**config.mk**
```make
export PLATFORM = sky130hd
export DESIGN_NAME = message_ring_buffer_flat
export DESIGN_NICKNAME = d
export VERILOG_FILES = /design/src/sv/mrb_pkg.sv /design/src/sv/mrb_channel_if.sv /design/src/sv/message_ring_buffer.sv /design/src/sv/mrb_out_stage.sv /design/src/flat_wrapper.sv
export SDC_FILE = /design/constraint.sdc
export NUM_CORES = 1
export LEC_CHECK = 0
export BUFFER_PORTS_ARGS = -buffer_cell sky130_fd_sc_hd__buf_2
export CAP_MARGIN = 20
export CORE_MARGIN = 4
export CORE_UTILIZATION = 60
export CTS_CLUSTER_SIZE = 8
export DETAILED_ROUTE_END_ITERATION = 10
export HOLD_SLACK_MARGIN = 0.02
export PLACE_DENSITY = 0.88
export RECOVER_POWER = 25
export SYNTH_ARGS = -nofsm -noshare
export SYNTH_HDL_FRONTEND = slang
export SYNTH_SLANG_ARGS = --single-unit
```
**constraint.sdc**
```tcl
create_clock -name clock -period 6.98 [get_ports clock]
set_input_delay 1.047 -clock clock [delete_from_list [all_inputs] [get_ports clock]]
set_output_delay 1.047 -clock clock [all_outputs]
set_load 0.005 [all_outputs]
```
**src/sv/mrb_pkg.sv**
```systemverilog
// Types, codes and fixed widths shared by the message ring buffer files.
package mrb_pkg;

   localparam int CNT_W      = 7;
   localparam int BYTE_W     = 8;
   localparam int STATUS_W   = 3;
   localparam int WAIT_W     = 4;
   localparam int CSR_IDX_W  = 1;
   localparam int CSR_DATA_W = 7;
   localparam int SLOT_REG_W = 5;

   localparam logic [CNT_W-1:0]      BUFFER_SIZE_RESET = 7'd64;
   localparam logic [SLOT_REG_W-1:0] SLOT_COUNT_RESET  = 5'd16;

   typedef enum logic [0:0] {
      CMD_PUSH = 1'b0,
      CMD_POP  = 1'b1
   } command_type;

   typedef enum logic [STATUS_W-1:0] {
      STAT_STORED  = 3'd0,
      STAT_DROPPED = 3'd1,
      STAT_READ    = 3'd2,
      STAT_EMPTY   = 3'd3,
      STAT_DISCARD = 3'd4
   } status_type;

   typedef enum logic [CSR_IDX_W-1:0] {
      CSR_BUFFER_SIZE = 1'b0,
      CSR_SLOT_COUNT  = 1'b1
   } csr_index_type;

   typedef enum logic [1:0] {
      S_IDLE,
      S_DESC,
      S_STREAM,
      S_DISCARD
   } state_type;

   typedef struct packed {
      logic              command;
      logic [BYTE_W-1:0] data_byte;
      logic [CNT_W-1:0]  message_length;
      logic [CNT_W-1:0]  read_limit;
   } req_word_type;

   typedef struct packed {
      logic [STATUS_W-1:0] status;
      logic [BYTE_W-1:0]   out_byte;
      logic                last;
      logic [CNT_W-1:0]    delivered_length;
      logic [CNT_W-1:0]    bytes_used;
      logic [WAIT_W-1:0]   messages_waiting;
   } rsp_word_type;

endpackage

```
**src/sv/mrb_channel_if.sv**
```systemverilog
// Valid/ready channel interfaces for request and response words.
interface mrb_req_if;
   logic                 valid;
   logic                 ready;
   mrb_pkg::req_word_type word;

   modport source (output valid, output word, input ready);
   modport sink (input valid, input word, output ready);
   modport monitor (input valid, input word, input ready);
endinterface

interface mrb_rsp_if;
   logic                 valid;
   logic                 ready;
   mrb_pkg::rsp_word_type word;

   modport source (output valid, output word, input ready);
   modport sink (input valid, input word, output ready);
   modport monitor (input valid, input word, input ready);
endinterface

```
**src/sv/message_ring_buffer.sv**
```systemverilog
// Message queue: byte ring plus descriptor ring, with length-checked admission.
//
//  channel  | dir | payload                                           | handshake
//  req      | in  | command, data_byte, message_length, read_limit    | valid/ready
//  rsp      | out | status, out_byte, last, delivered_length,         | valid/ready
//           |     | bytes_used, messages_waiting                      |
//  csr      | in  | index, write data                                 | write enable
//
// A push or an empty-queue pop loads its response word at the accept edge.
// A non-empty pop reads the descriptor, issues the first byte read, then loads one
// response word per cycle while not stalled; a discard loads its word after the
// descriptor read. Input is held off until the last word of a pop is loaded.
// Synchronous reset clears control state; memories start undefined and need no sweep.
// A csr write clears the queue. A stalled response holds the sequencer.
module message_ring_buffer #(
   parameter int BUF_DEPTH = 64,
   parameter int SLOTS     = 16
) (
   input  logic                              clock,
   input  logic                              reset,
   input  logic                              csr_write_enable,
   input  logic [mrb_pkg::CSR_IDX_W-1:0]     csr_index,
   input  logic [mrb_pkg::CSR_DATA_W-1:0]    csr_write_data,
   mrb_req_if.sink                           req_stream,
   mrb_rsp_if.source                         rsp_stream
);
   import mrb_pkg::*;

   localparam int AW = $clog2(BUF_DEPTH);
   localparam int SW = $clog2(SLOTS);

   function automatic logic [CNT_W-1:0] step_wrap(logic [CNT_W-1:0] x,
                                                  logic [CNT_W-1:0] size);
      logic [CNT_W-1:0] nx;
      nx = x + 1'b1;
      return (nx >= size) ? '0 : nx;
   endfunction

   function automatic logic [CNT_W-1:0] count_waiting(logic [SW-1:0] w,
                                                      logic [SW-1:0] r,
                                                      logic [CNT_W-1:0] size);
      logic [CNT_W-1:0] we;
      logic [CNT_W-1:0] re;
      we = CNT_W'(w);
      re = CNT_W'(r);
      return (we >= re) ? (we - re) : (size - re + we);
   endfunction

   logic [CNT_W-1:0]      buffer_size_ff;
   logic [SLOT_REG_W-1:0] slot_count_ff;
   logic [CNT_W-1:0]      bs;
   logic [CNT_W-1:0]      sc;
   logic [CNT_W-1:0]      slot_ext;

   state_type state_ff, state_in;

   logic [AW-1:0]    wo_ff, wo_in;
   logic [SW-1:0]    wi_ff, wi_in;
   logic [SW-1:0]    ri_ff, ri_in;
   logic [CNT_W-1:0] used_ff, used_in;
   logic [CNT_W-1:0] pending_ff, pending_in;
   logic [CNT_W-1:0] cur_len_ff, cur_len_in;
   logic             dropping_ff, dropping_in;
   logic [CNT_W-1:0] limit_ff, limit_in;
   logic [CNT_W-1:0] n_ff, n_in;
   logic [CNT_W-1:0] issue_left_ff, issue_left_in;
   logic [CNT_W-1:0] load_cnt_ff, load_cnt_in;
   logic [AW-1:0]    rd_pos_ff, rd_pos_in;
   logic             data_pend_ff, data_pend_in;

   logic [BYTE_W-1:0] byte_mem [BUF_DEPTH];
   logic [AW-1:0]     desc_start_mem [SLOTS];
   logic [CNT_W-1:0]  desc_len_mem [SLOTS];
   logic [BYTE_W-1:0] byte_rd_ff;
   logic [AW-1:0]     desc_start_rd_ff;
   logic [CNT_W-1:0]  desc_len_rd_ff;

   logic byte_we;
   logic desc_we;
   logic desc_re;

   logic         out_load;
   logic         out_free;
   rsp_word_type out_word;

   logic             accept;
   logic             is_pop;
   logic             queue_empty;
   logic             first_byte;
   logic [CNT_W-1:0] mlen_eff;
   logic [CNT_W-1:0] len_cur;
   logic             fits;
   logic             drop_cur;
   logic [CNT_W:0]   pend_next;
   logic             msg_done;
   logic [CNT_W-1:0] waiting_now;
   logic [CNT_W-1:0] n_cur;
   logic [CNT_W-1:0] used_after_pop;
   logic             stream_load;
   logic             stream_issue;
   logic             load_last;

   // saturate the ring sizes into their legal ranges
   assign slot_ext = CNT_W'(slot_count_ff);
   assign bs = (buffer_size_ff < CNT_W'(2)) ? CNT_W'(2) :
               ((buffer_size_ff > CNT_W'(BUF_DEPTH)) ? CNT_W'(BUF_DEPTH) : buffer_size_ff);
   assign sc = (slot_ext < CNT_W'(2)) ? CNT_W'(2) :
               ((slot_ext > CNT_W'(SLOTS)) ? CNT_W'(SLOTS) : slot_ext);

   assign req_stream.ready = (state_ff == S_IDLE) && out_free;

   assign accept      = req_stream.valid && req_stream.ready;
   assign is_pop      = req_stream.word.command == CMD_POP;
   assign queue_empty = wi_ff == ri_ff;

   assign first_byte  = pending_ff == '0;
   assign mlen_eff    = (req_stream.word.message_length == '0) ? CNT_W'(1) :
                        req_stream.word.message_length;
   assign waiting_now = count_waiting(wi_ff, ri_ff, sc);
   assign fits        = ({1'b0, used_ff} + {1'b0, mlen_eff} <= {1'b0, bs}) &&
                        (waiting_now < sc - 1'b1);
   assign len_cur     = first_byte ? mlen_eff : cur_len_ff;
   assign drop_cur    = first_byte ? !fits : dropping_ff;
   assign pend_next   = {1'b0, pending_ff} + 1'b1;
   assign msg_done    = pend_next >= {1'b0, len_cur};

   assign n_cur          = (desc_len_rd_ff < limit_ff) ? desc_len_rd_ff : limit_ff;
   assign used_after_pop = (used_ff >= desc_len_rd_ff) ? (used_ff - desc_len_rd_ff) : '0;

   assign stream_load  = (state_ff == S_STREAM) && data_pend_ff && out_free;
   assign stream_issue = (state_ff == S_STREAM) && (issue_left_ff != '0) &&
                         (!data_pend_ff || stream_load);
   assign load_last    = (load_cnt_ff + 1'b1) == n_ff;

   always_comb begin
      state_in = state_ff;
      case (state_ff)
         S_IDLE: begin
            if (accept && is_pop && !queue_empty) begin
               state_in = S_DESC;
            end
         end
         S_DESC: begin
            state_in = (n_cur == '0) ? S_DISCARD : S_STREAM;
         end
         S_DISCARD: begin
            if (out_free) begin
               state_in = S_IDLE;
            end
         end
         S_STREAM: begin
            if (stream_load && load_last) begin
               state_in = S_IDLE;
            end
         end
         default: state_in = S_IDLE;
      endcase
   end

   always_comb begin
      wo_in         = wo_ff;
      wi_in         = wi_ff;
      ri_in         = ri_ff;
      used_in       = used_ff;
      pending_in    = pending_ff;
      cur_len_in    = cur_len_ff;
      dropping_in   = dropping_ff;
      limit_in      = limit_ff;
      n_in          = n_ff;
      issue_left_in = issue_left_ff;
      load_cnt_in   = load_cnt_ff;
      rd_pos_in     = rd_pos_ff;
      data_pend_in  = data_pend_ff;
      byte_we       = 1'b0;
      desc_we       = 1'b0;
      desc_re       = 1'b0;
      out_load      = 1'b0;
      out_word      = '0;
      out_word.last = 1'b1;

      case (state_ff)
         S_IDLE: begin
            if (accept && !is_pop) begin
               desc_we    = first_byte;
               cur_len_in = len_cur;
               if (!drop_cur) begin
                  byte_we         = 1'b1;
                  wo_in           = AW'(step_wrap(CNT_W'(wo_ff), bs));
                  used_in         = used_ff + 1'b1;
                  out_word.status = STAT_STORED;
               end else begin
                  out_word.status = STAT_DROPPED;
               end
               if (msg_done) begin
                  pending_in  = '0;
                  dropping_in = 1'b0;
                  if (!drop_cur) begin
                     wi_in = SW'(step_wrap(CNT_W'(wi_ff), sc));
                  end
               end else begin
                  pending_in  = pend_next[CNT_W-1:0];
                  dropping_in = drop_cur;
               end
               out_load = 1'b1;
            end else if (accept && is_pop) begin
               if (queue_empty) begin
                  out_word.status = STAT_EMPTY;
                  out_load        = 1'b1;
               end else begin
                  desc_re  = 1'b1;
                  limit_in = req_stream.word.read_limit;
               end
            end
         end
         S_DESC: begin
            n_in          = n_cur;
            issue_left_in = n_cur;
            load_cnt_in   = '0;
            rd_pos_in     = desc_start_rd_ff;
            data_pend_in  = 1'b0;
            used_in       = used_after_pop;
            ri_in         = SW'(step_wrap(CNT_W'(ri_ff), sc));
         end
         S_DISCARD: begin
            out_word.status = STAT_DISCARD;
            out_load        = out_free;
         end
         S_STREAM: begin
            if (stream_issue) begin
               rd_pos_in     = AW'(step_wrap(CNT_W'(rd_pos_ff), bs));
               issue_left_in = issue_left_ff - 1'b1;
            end
            if (stream_issue) begin
               data_pend_in = 1'b1;
            end else if (stream_load) begin
               data_pend_in = 1'b0;
            end
            if (stream_load) begin
               load_cnt_in = load_cnt_ff + 1'b1;
            end
            out_word.status           = STAT_READ;
            out_word.out_byte         = byte_rd_ff;
            out_word.last             = load_last;
            out_word.delivered_length = n_ff;
            out_load                  = stream_load;
         end
         default: ;
      endcase

      out_word.bytes_used       = used_in;
      out_word.messages_waiting = WAIT_W'(count_waiting(wi_in, ri_in, sc));
   end

   always_ff @(posedge clock) begin
      if (reset) begin
         buffer_size_ff <= BUFFER_SIZE_RESET;
         slot_count_ff  <= SLOT_COUNT_RESET;
         state_ff       <= S_IDLE;
         wo_ff          <= '0;
         wi_ff          <= '0;
         ri_ff          <= '0;
         used_ff        <= '0;
         pending_ff     <= '0;
         dropping_ff    <= 1'b0;
         data_pend_ff   <= 1'b0;
         issue_left_ff  <= '0;
         load_cnt_ff    <= '0;
      end else if (csr_write_enable) begin
         case (csr_index)
            CSR_BUFFER_SIZE: buffer_size_ff <= csr_write_data;
            CSR_SLOT_COUNT:  slot_count_ff  <= csr_write_data[SLOT_REG_W-1:0];
            default: ;
         endcase
         wo_ff       <= '0;
         wi_ff       <= '0;
         ri_ff       <= '0;
         used_ff     <= '0;
         pending_ff  <= '0;
         dropping_ff <= 1'b0;
      end else begin
         state_ff      <= state_in;
         wo_ff         <= wo_in;
         wi_ff         <= wi_in;
         ri_ff         <= ri_in;
         used_ff       <= used_in;
         pending_ff    <= pending_in;
         dropping_ff   <= dropping_in;
         data_pend_ff  <= data_pend_in;
         issue_left_ff <= issue_left_in;
         load_cnt_ff   <= load_cnt_in;
      end
   end

   always_ff @(posedge clock) begin
      cur_len_ff <= cur_len_in;
      limit_ff   <= limit_in;
      n_ff       <= n_in;
      rd_pos_ff  <= rd_pos_in;
   end

   always_ff @(posedge clock) begin
      if (byte_we) begin
         byte_mem[wo_ff] <= req_stream.word.data_byte;
      end
      if (stream_issue) begin
         byte_rd_ff <= byte_mem[rd_pos_ff];
      end
   end

   always_ff @(posedge clock) begin
      if (desc_we) begin
         desc_start_mem[wi_ff] <= wo_ff;
         desc_len_mem[wi_ff]   <= mlen_eff;
      end
      if (desc_re) begin
         desc_start_rd_ff <= desc_start_mem[ri_ff];
         desc_len_rd_ff   <= desc_len_mem[ri_ff];
      end
   end

   mrb_out_stage u_out_stage (
      .clock      (clock),
      .reset      (reset),
      .load       (out_load),
      .word_in    (out_word),
      .free       (out_free),
      .rsp_stream (rsp_stream)
   );

endmodule

```
**src/sv/mrb_out_stage.sv**
```systemverilog
// Response output register: holds one word until the sink takes it.
module mrb_out_stage (
   input  logic                  clock,
   input  logic                  reset,
   input  logic                  load,
   input  mrb_pkg::rsp_word_type word_in,
   output logic                  free,
   mrb_rsp_if.source             rsp_stream
);
   import mrb_pkg::*;

   logic         valid_ff;
   rsp_word_type word_ff;

   assign free             = !valid_ff || rsp_stream.ready;
   assign rsp_stream.valid = valid_ff;
   assign rsp_stream.word  = word_ff;

   always_ff @(posedge clock) begin
      if (reset) begin
         valid_ff <= 1'b0;
      end else if (load) begin
         valid_ff <= 1'b1;
      end else if (rsp_stream.ready) begin
         valid_ff <= 1'b0;
      end
   end

   always_ff @(posedge clock) begin
      if (load) begin
         word_ff <= word_in;
      end
   end

endmodule

```
**src/flat_wrapper.sv**
```systemverilog
// flat-port wrapper written by rule: the top's interface ports become plain ports
module message_ring_buffer_flat import mrb_pkg::*;
#(
   parameter int BUF_DEPTH = 64,
   parameter int SLOTS     = 16
)
  (clock, reset, csr_write_enable, csr_index, csr_write_data, req_stream_valid, req_stream_word, req_stream_ready, rsp_stream_valid, rsp_stream_word, rsp_stream_ready);
  mrb_req_if req_stream_i ();
  mrb_rsp_if rsp_stream_i ();
  input  logic clock;
  input  logic reset;
  input  logic csr_write_enable;
  input  logic [mrb_pkg::CSR_IDX_W-1:0] csr_index;
  input  logic [mrb_pkg::CSR_DATA_W-1:0] csr_write_data;
  input wire logic [$bits(req_stream_i.valid)-1:0] req_stream_valid;
  input wire logic [$bits(req_stream_i.word)-1:0] req_stream_word;
  output wire logic [$bits(req_stream_i.ready)-1:0] req_stream_ready;
  output wire logic [$bits(rsp_stream_i.valid)-1:0] rsp_stream_valid;
  output wire logic [$bits(rsp_stream_i.word)-1:0] rsp_stream_word;
  input wire logic [$bits(rsp_stream_i.ready)-1:0] rsp_stream_ready;
  assign req_stream_i.valid = req_stream_valid;
  assign req_stream_i.word = req_stream_word;
  assign req_stream_ready = req_stream_i.ready;
  assign rsp_stream_valid = rsp_stream_i.valid;
  assign rsp_stream_word = rsp_stream_i.word;
  assign rsp_stream_i.ready = rsp_stream_ready;
  message_ring_buffer #(.BUF_DEPTH(BUF_DEPTH), .SLOTS(SLOTS)) u_core (.clock(clock), .reset(reset), .csr_write_enable(csr_write_enable), .csr_index(csr_index), .csr_write_data(csr_write_data), .req_stream(req_stream_i), .rsp_stream(rsp_stream_i));
endmodule
```
==> summary.txt <==
Status
  • Outcome: finished with violations
  • Failing checks: capacitance limit, slew limit

Power and ir drop
  • P_leak: 13.8 nW
  • Peak supply drop: 0.000250 V
  • Pwr per Cell Area: 270 nW/µm²

Placed design
  • Post-DP HPWL: 54,600 µm
  • Port bufs: 67
  • Gpl congestion: 0.911
  • Dpl cells: 2,939

Timing
  • Shortest period the worst path allows: 6.51 ns
  • Final hold violations: 0
  • Slew Viols, Final: 370
  • Fmax: 154 MHz
  • Rel. slew slack: -78.4%
  • RSZ-0062 raised after global routing: false
  • Setup_tns: 0 ns
  • Worst Skew: 0.0513 ns
  • WHS: 0.475 ns
  • Crit share post-route: 93.2%
  • Final setup fails: 0
  • Worst-Margin Slew: 2.68 ns

Synth
  • Mapped Area: 36,800 µm²
  • Synth area leaders: edfxtp_1 65%, mux4_2 12%, ha_1 3.5%
  • Synthesized area per cell: 17.1 µm²
  • XOR/XNOR Fraction of Synth Area: 1.05%
  • Synthesized flop and latch total: 857
  • Most used DFF post-synth: edfxtp_1
  • Largest family of logic cells by synthesized area: multiplexers
  • Synth Area in Compound Gates: 4.66%
  • Synthesis Warnings: 0
  • Area share of fa/ha/maj cells after synthesis: 4.07%
  • Post-synthesis mux area share: 14.2%
  • Yosys top cell area share: 65.1%
  • Simple-Gate Fraction of Synth Area: 5.67%
  • Netlist cell types: 70
  • Syn nets: 2,303
  • Post-synth EDFFs: 798
  • Syn Inst Count: 2,154
  • Share of flip-flops with an asynchronous set or reset: 0%
  • Biggest area consumer among synthesized cells: edfxtp_1
  • Register area share after synthesis: 68.3%

Layout
  • Layout cells sized above 1: 18.3%
  • Final Util: 68.5%
  • Final non-filler cell total: 3,131
  • Final nets: 2,434
  • Area growth syn-to-layout: 12.5%
  • Fillers: 3,573

Setup path
  • R2r endpoint: u_core.u_out_stage.rsp_stream.word[3]
  • Worst reg2reg path depth: 25
  • FF-to-FF Start: u_core.slot_count_ff[4]
  • Required @ worst endpoint: 7.40 ns
  • Worst-path maximum fanout: 10
  • CP Class: reg -> reg
  • Worst R2R Setup Slack: 0.47 ns
  • Worst Path Arrival: 6.93 ns
  • CP Capture Type: flip-flop
  • CP Launch Type: flip-flop

CTS
  • CTS clk-pin slew, worst paths: 0.05 ns
  • Worst-Skew Late Latency: 0.70 ns
  • Num CTS Buffers: 117
  • Htree depth: 3
  • Cts-stage hold buffer count: 0
  • Clock Path Buffers: 3
  • TritonCTS clock tree: yes
  • Clock net sink count: 857
  • Clk root buf: clkbuf_16

Floorplan
  • # IOs: 68
  • Die area: 65,300 µm²
  • Core area: 60,500 µm²
  • DIE WIDTH: 256 µm
  • Row count: 90
  • Starting Density: 60.8%
  • Die H: 256 µm

Routing
  • Initial DRC count: 2,848
  • First-pass detailed-route iteration total: 5
  • DR vias: 21.8k
  • Post-route DRC: 0
  • Avg Vias per Cell: 6.96
  • Final WL: 97,400 µm
  • Antenna viol nets, final: 0
  • Average wire per cell in the routed design: 31.1 µm

Global route
  • Largest net degree at the start of global routing: 132
  • Number of global-route vias before repair: 22.0k
  • Initial antenna violation count: 3
  • All-Layer GR Usage: 29.5%
  • First-pass GRT wire length: 145,000 µm
  • GRT overflow: 0

Hold path
  • Hold Path Sink: u_core.issue_left_ff[1]
  • Worst hold path stage count: 2
  • Hold Path Class: reg -> reg
  • Hold path start: u_core.issue_left_ff[1]

Run
  • Max-cap violations: 10
[state kept, by name, indices dropped and copies added (netlist names), 5 cells and up]
| register | flops |
|---|---|
| u_core.rd_pos_ff | 6 |
| u_core.desc_start_rd_ff | 6 |
| u_core.cur_len_ff | 7 |
| u_core.limit_ff | 7 |
| u_core.n_ff | 7 |
| u_core.load_cnt_ff | 7 |
| u_core.desc_len_rd_ff | 7 |
| u_core.issue_left_ff | 7 |
| u_core.byte_rd_ff | 8 |
| u_core.byte_mem | 512 |
| u_core.desc_start_mem | 96 |
| u_core.slot_count_ff | 5 |
| u_core.pending_ff | 7 |
| u_core.used_ff | 7 |
| u_core.buffer_size_ff | 7 |
| u_core.desc_len_mem | 112 |
| u_core.wo_ff | 6 |
| u_core.u_out_stage.rsp_stream.word | 30 |
[cell usage after synthesis (15+ instances only)]
cell and n:
a21oi_1 56, nand2_1 98, dfxtp_1 59, xor2_1 15, mux2i_1 79, o21ai_0 36, edfxtp_1 798, mux4_2 194
nor2_1 155, a221oi_1 32, xnor2_1 29, a22oi_1 16, inv_1 66, nand3_1 44, ha_1 102, a21o_1 18
and2_1 19, clkbuf_1 67, o21ai_1 17, nor2b_1 16
[layout by cell type (no fill, tap or decap), types with 15 or more instances in the layout]
cell type and count:
nand2_1 98, and2_1 19, o21ai_0 36, o21ai_1 17, a22oi_1 16, mux2i_1 79
nor2b_1 16, ha_1 102, dfxtp_1 58, xor2_1 15, a221oi_1 32, mux4_2 194
edfxtp_1 798, clkbuf_1 81, nand3_1 44, buf_4 28, inv_1 66, clkbuf_16 118
buf_2 51, a21o_1 18, xnor2_1 29, nor2_1 148, a21oi_1 56
[metrics by stage]
step | setup slack, ns | instance area (µm²) | power [W]
after floorplan | 0.816 | 36800 | 0.00586
after global placement | 0.336 | 38000 | 0.00597
after detailed placement | 0.0922 | 38000 | 0.00599
after CTS | 0.484 | 41300 | 0.0112
after global routing | 0.0166 | 41400 | 0.0115
final | 0.472 | 41400 | 0.0112
[routing by layer]
metal  track usage [%]  share of wire (%)  vias to the layer above  wire [µm]
li1                  -                  -                     8836          -
met1              38.0                 35                    10900      34000
met2              49.0                 50                     1690      48400
met3              6.37                9.9                      331       9630
met4              12.9                5.4                        0       5280
met5                 0                  0                        -          0
[how the worst max path moves through the flow]
stage	start	to	slack (ns)
after floorplan	req_stream_word[8]	u_core.u_out_stage.rsp_stream.word[3]	0.82
after global placement	req_stream_word[9]	u_core.u_out_stage.rsp_stream.word[3]	0.34
after detailed placement	req_stream_word[9]	u_core.u_out_stage.rsp_stream.word[3]	0.09
after CTS	u_core.slot_count_ff[4]	u_core.u_out_stage.rsp_stream.word[3]	0.48
after global routing	u_core.slot_count_ff[4]	u_core.u_out_stage.rsp_stream.word[3]	0.02
final	u_core.slot_count_ff[4]	u_core.u_out_stage.rsp_stream.word[3]	0.47
[cell families after synthesis]
family                     after synthesis
AOI/OAI and AO/OA                      254
xor gates and xnor gates                44
adders and majority gates              113
buffers and inverters                  170
DFF                                    857
muxes                                  279
other                                    1
and+or+nand+nor                        436
[area by class of cell]
class	instances	area (µm²)	area share, %
Timing Repair Buffer	112	678	1.64
Multi-Input combinational cell	1127	11000	26.5
Clock buffer	173	3170	7.66
Tap cell	782	978	2.36
Antenna cell	3	7.51	0.0181
Sequential cell	857	25100	60.7
Clock inverter	7	178	0.429
Inverter	70	263	0.635
[repair_timing]
| item | in CTS | in global routing |
|---|---|---|
| resized for setup | 0 | 0 |
| buffers inserted | 0 | 1 |
| setup endpoints to repair | 0 | 1 |
[worst max-delay path: stages (launching register included)]
cell and delay, ns:
dfxtp_1 0.39, clkinv_1 0.31, o21ai_0 0.39, fa_1 0.52, inv_1 0.10, ha_1 0.23, a21o_1 0.18, a21oi_1 0.21
xor2_1 0.10, a221oi_1 0.34, ha_1 0.30, o21ai_0 0.13, o21ai_0 0.09, o211ai_1 0.16, nand4_1 0.15, o21ai_1 0.22
nand3_2 0.27, mux2i_1 0.31, ha_1 0.18, inv_1 0.06, fa_1 0.45, a21o_1 0.17, a21o_1 0.17, a21oi_1 0.42
mux2i_1 0.31, xor2_1 0.10
[report_power, final]
| group | internal, W | switching (W) |
|---|---|---|
| Combinational | 0.0000701 | 0.000192 |
| Clock | 0.00310 | 0.00217 |
| Sequential | 0.00563 | 0.0000122 |
| Total | 0.00880 | 0.00238 |
Power figures use the tool's default switching activity.
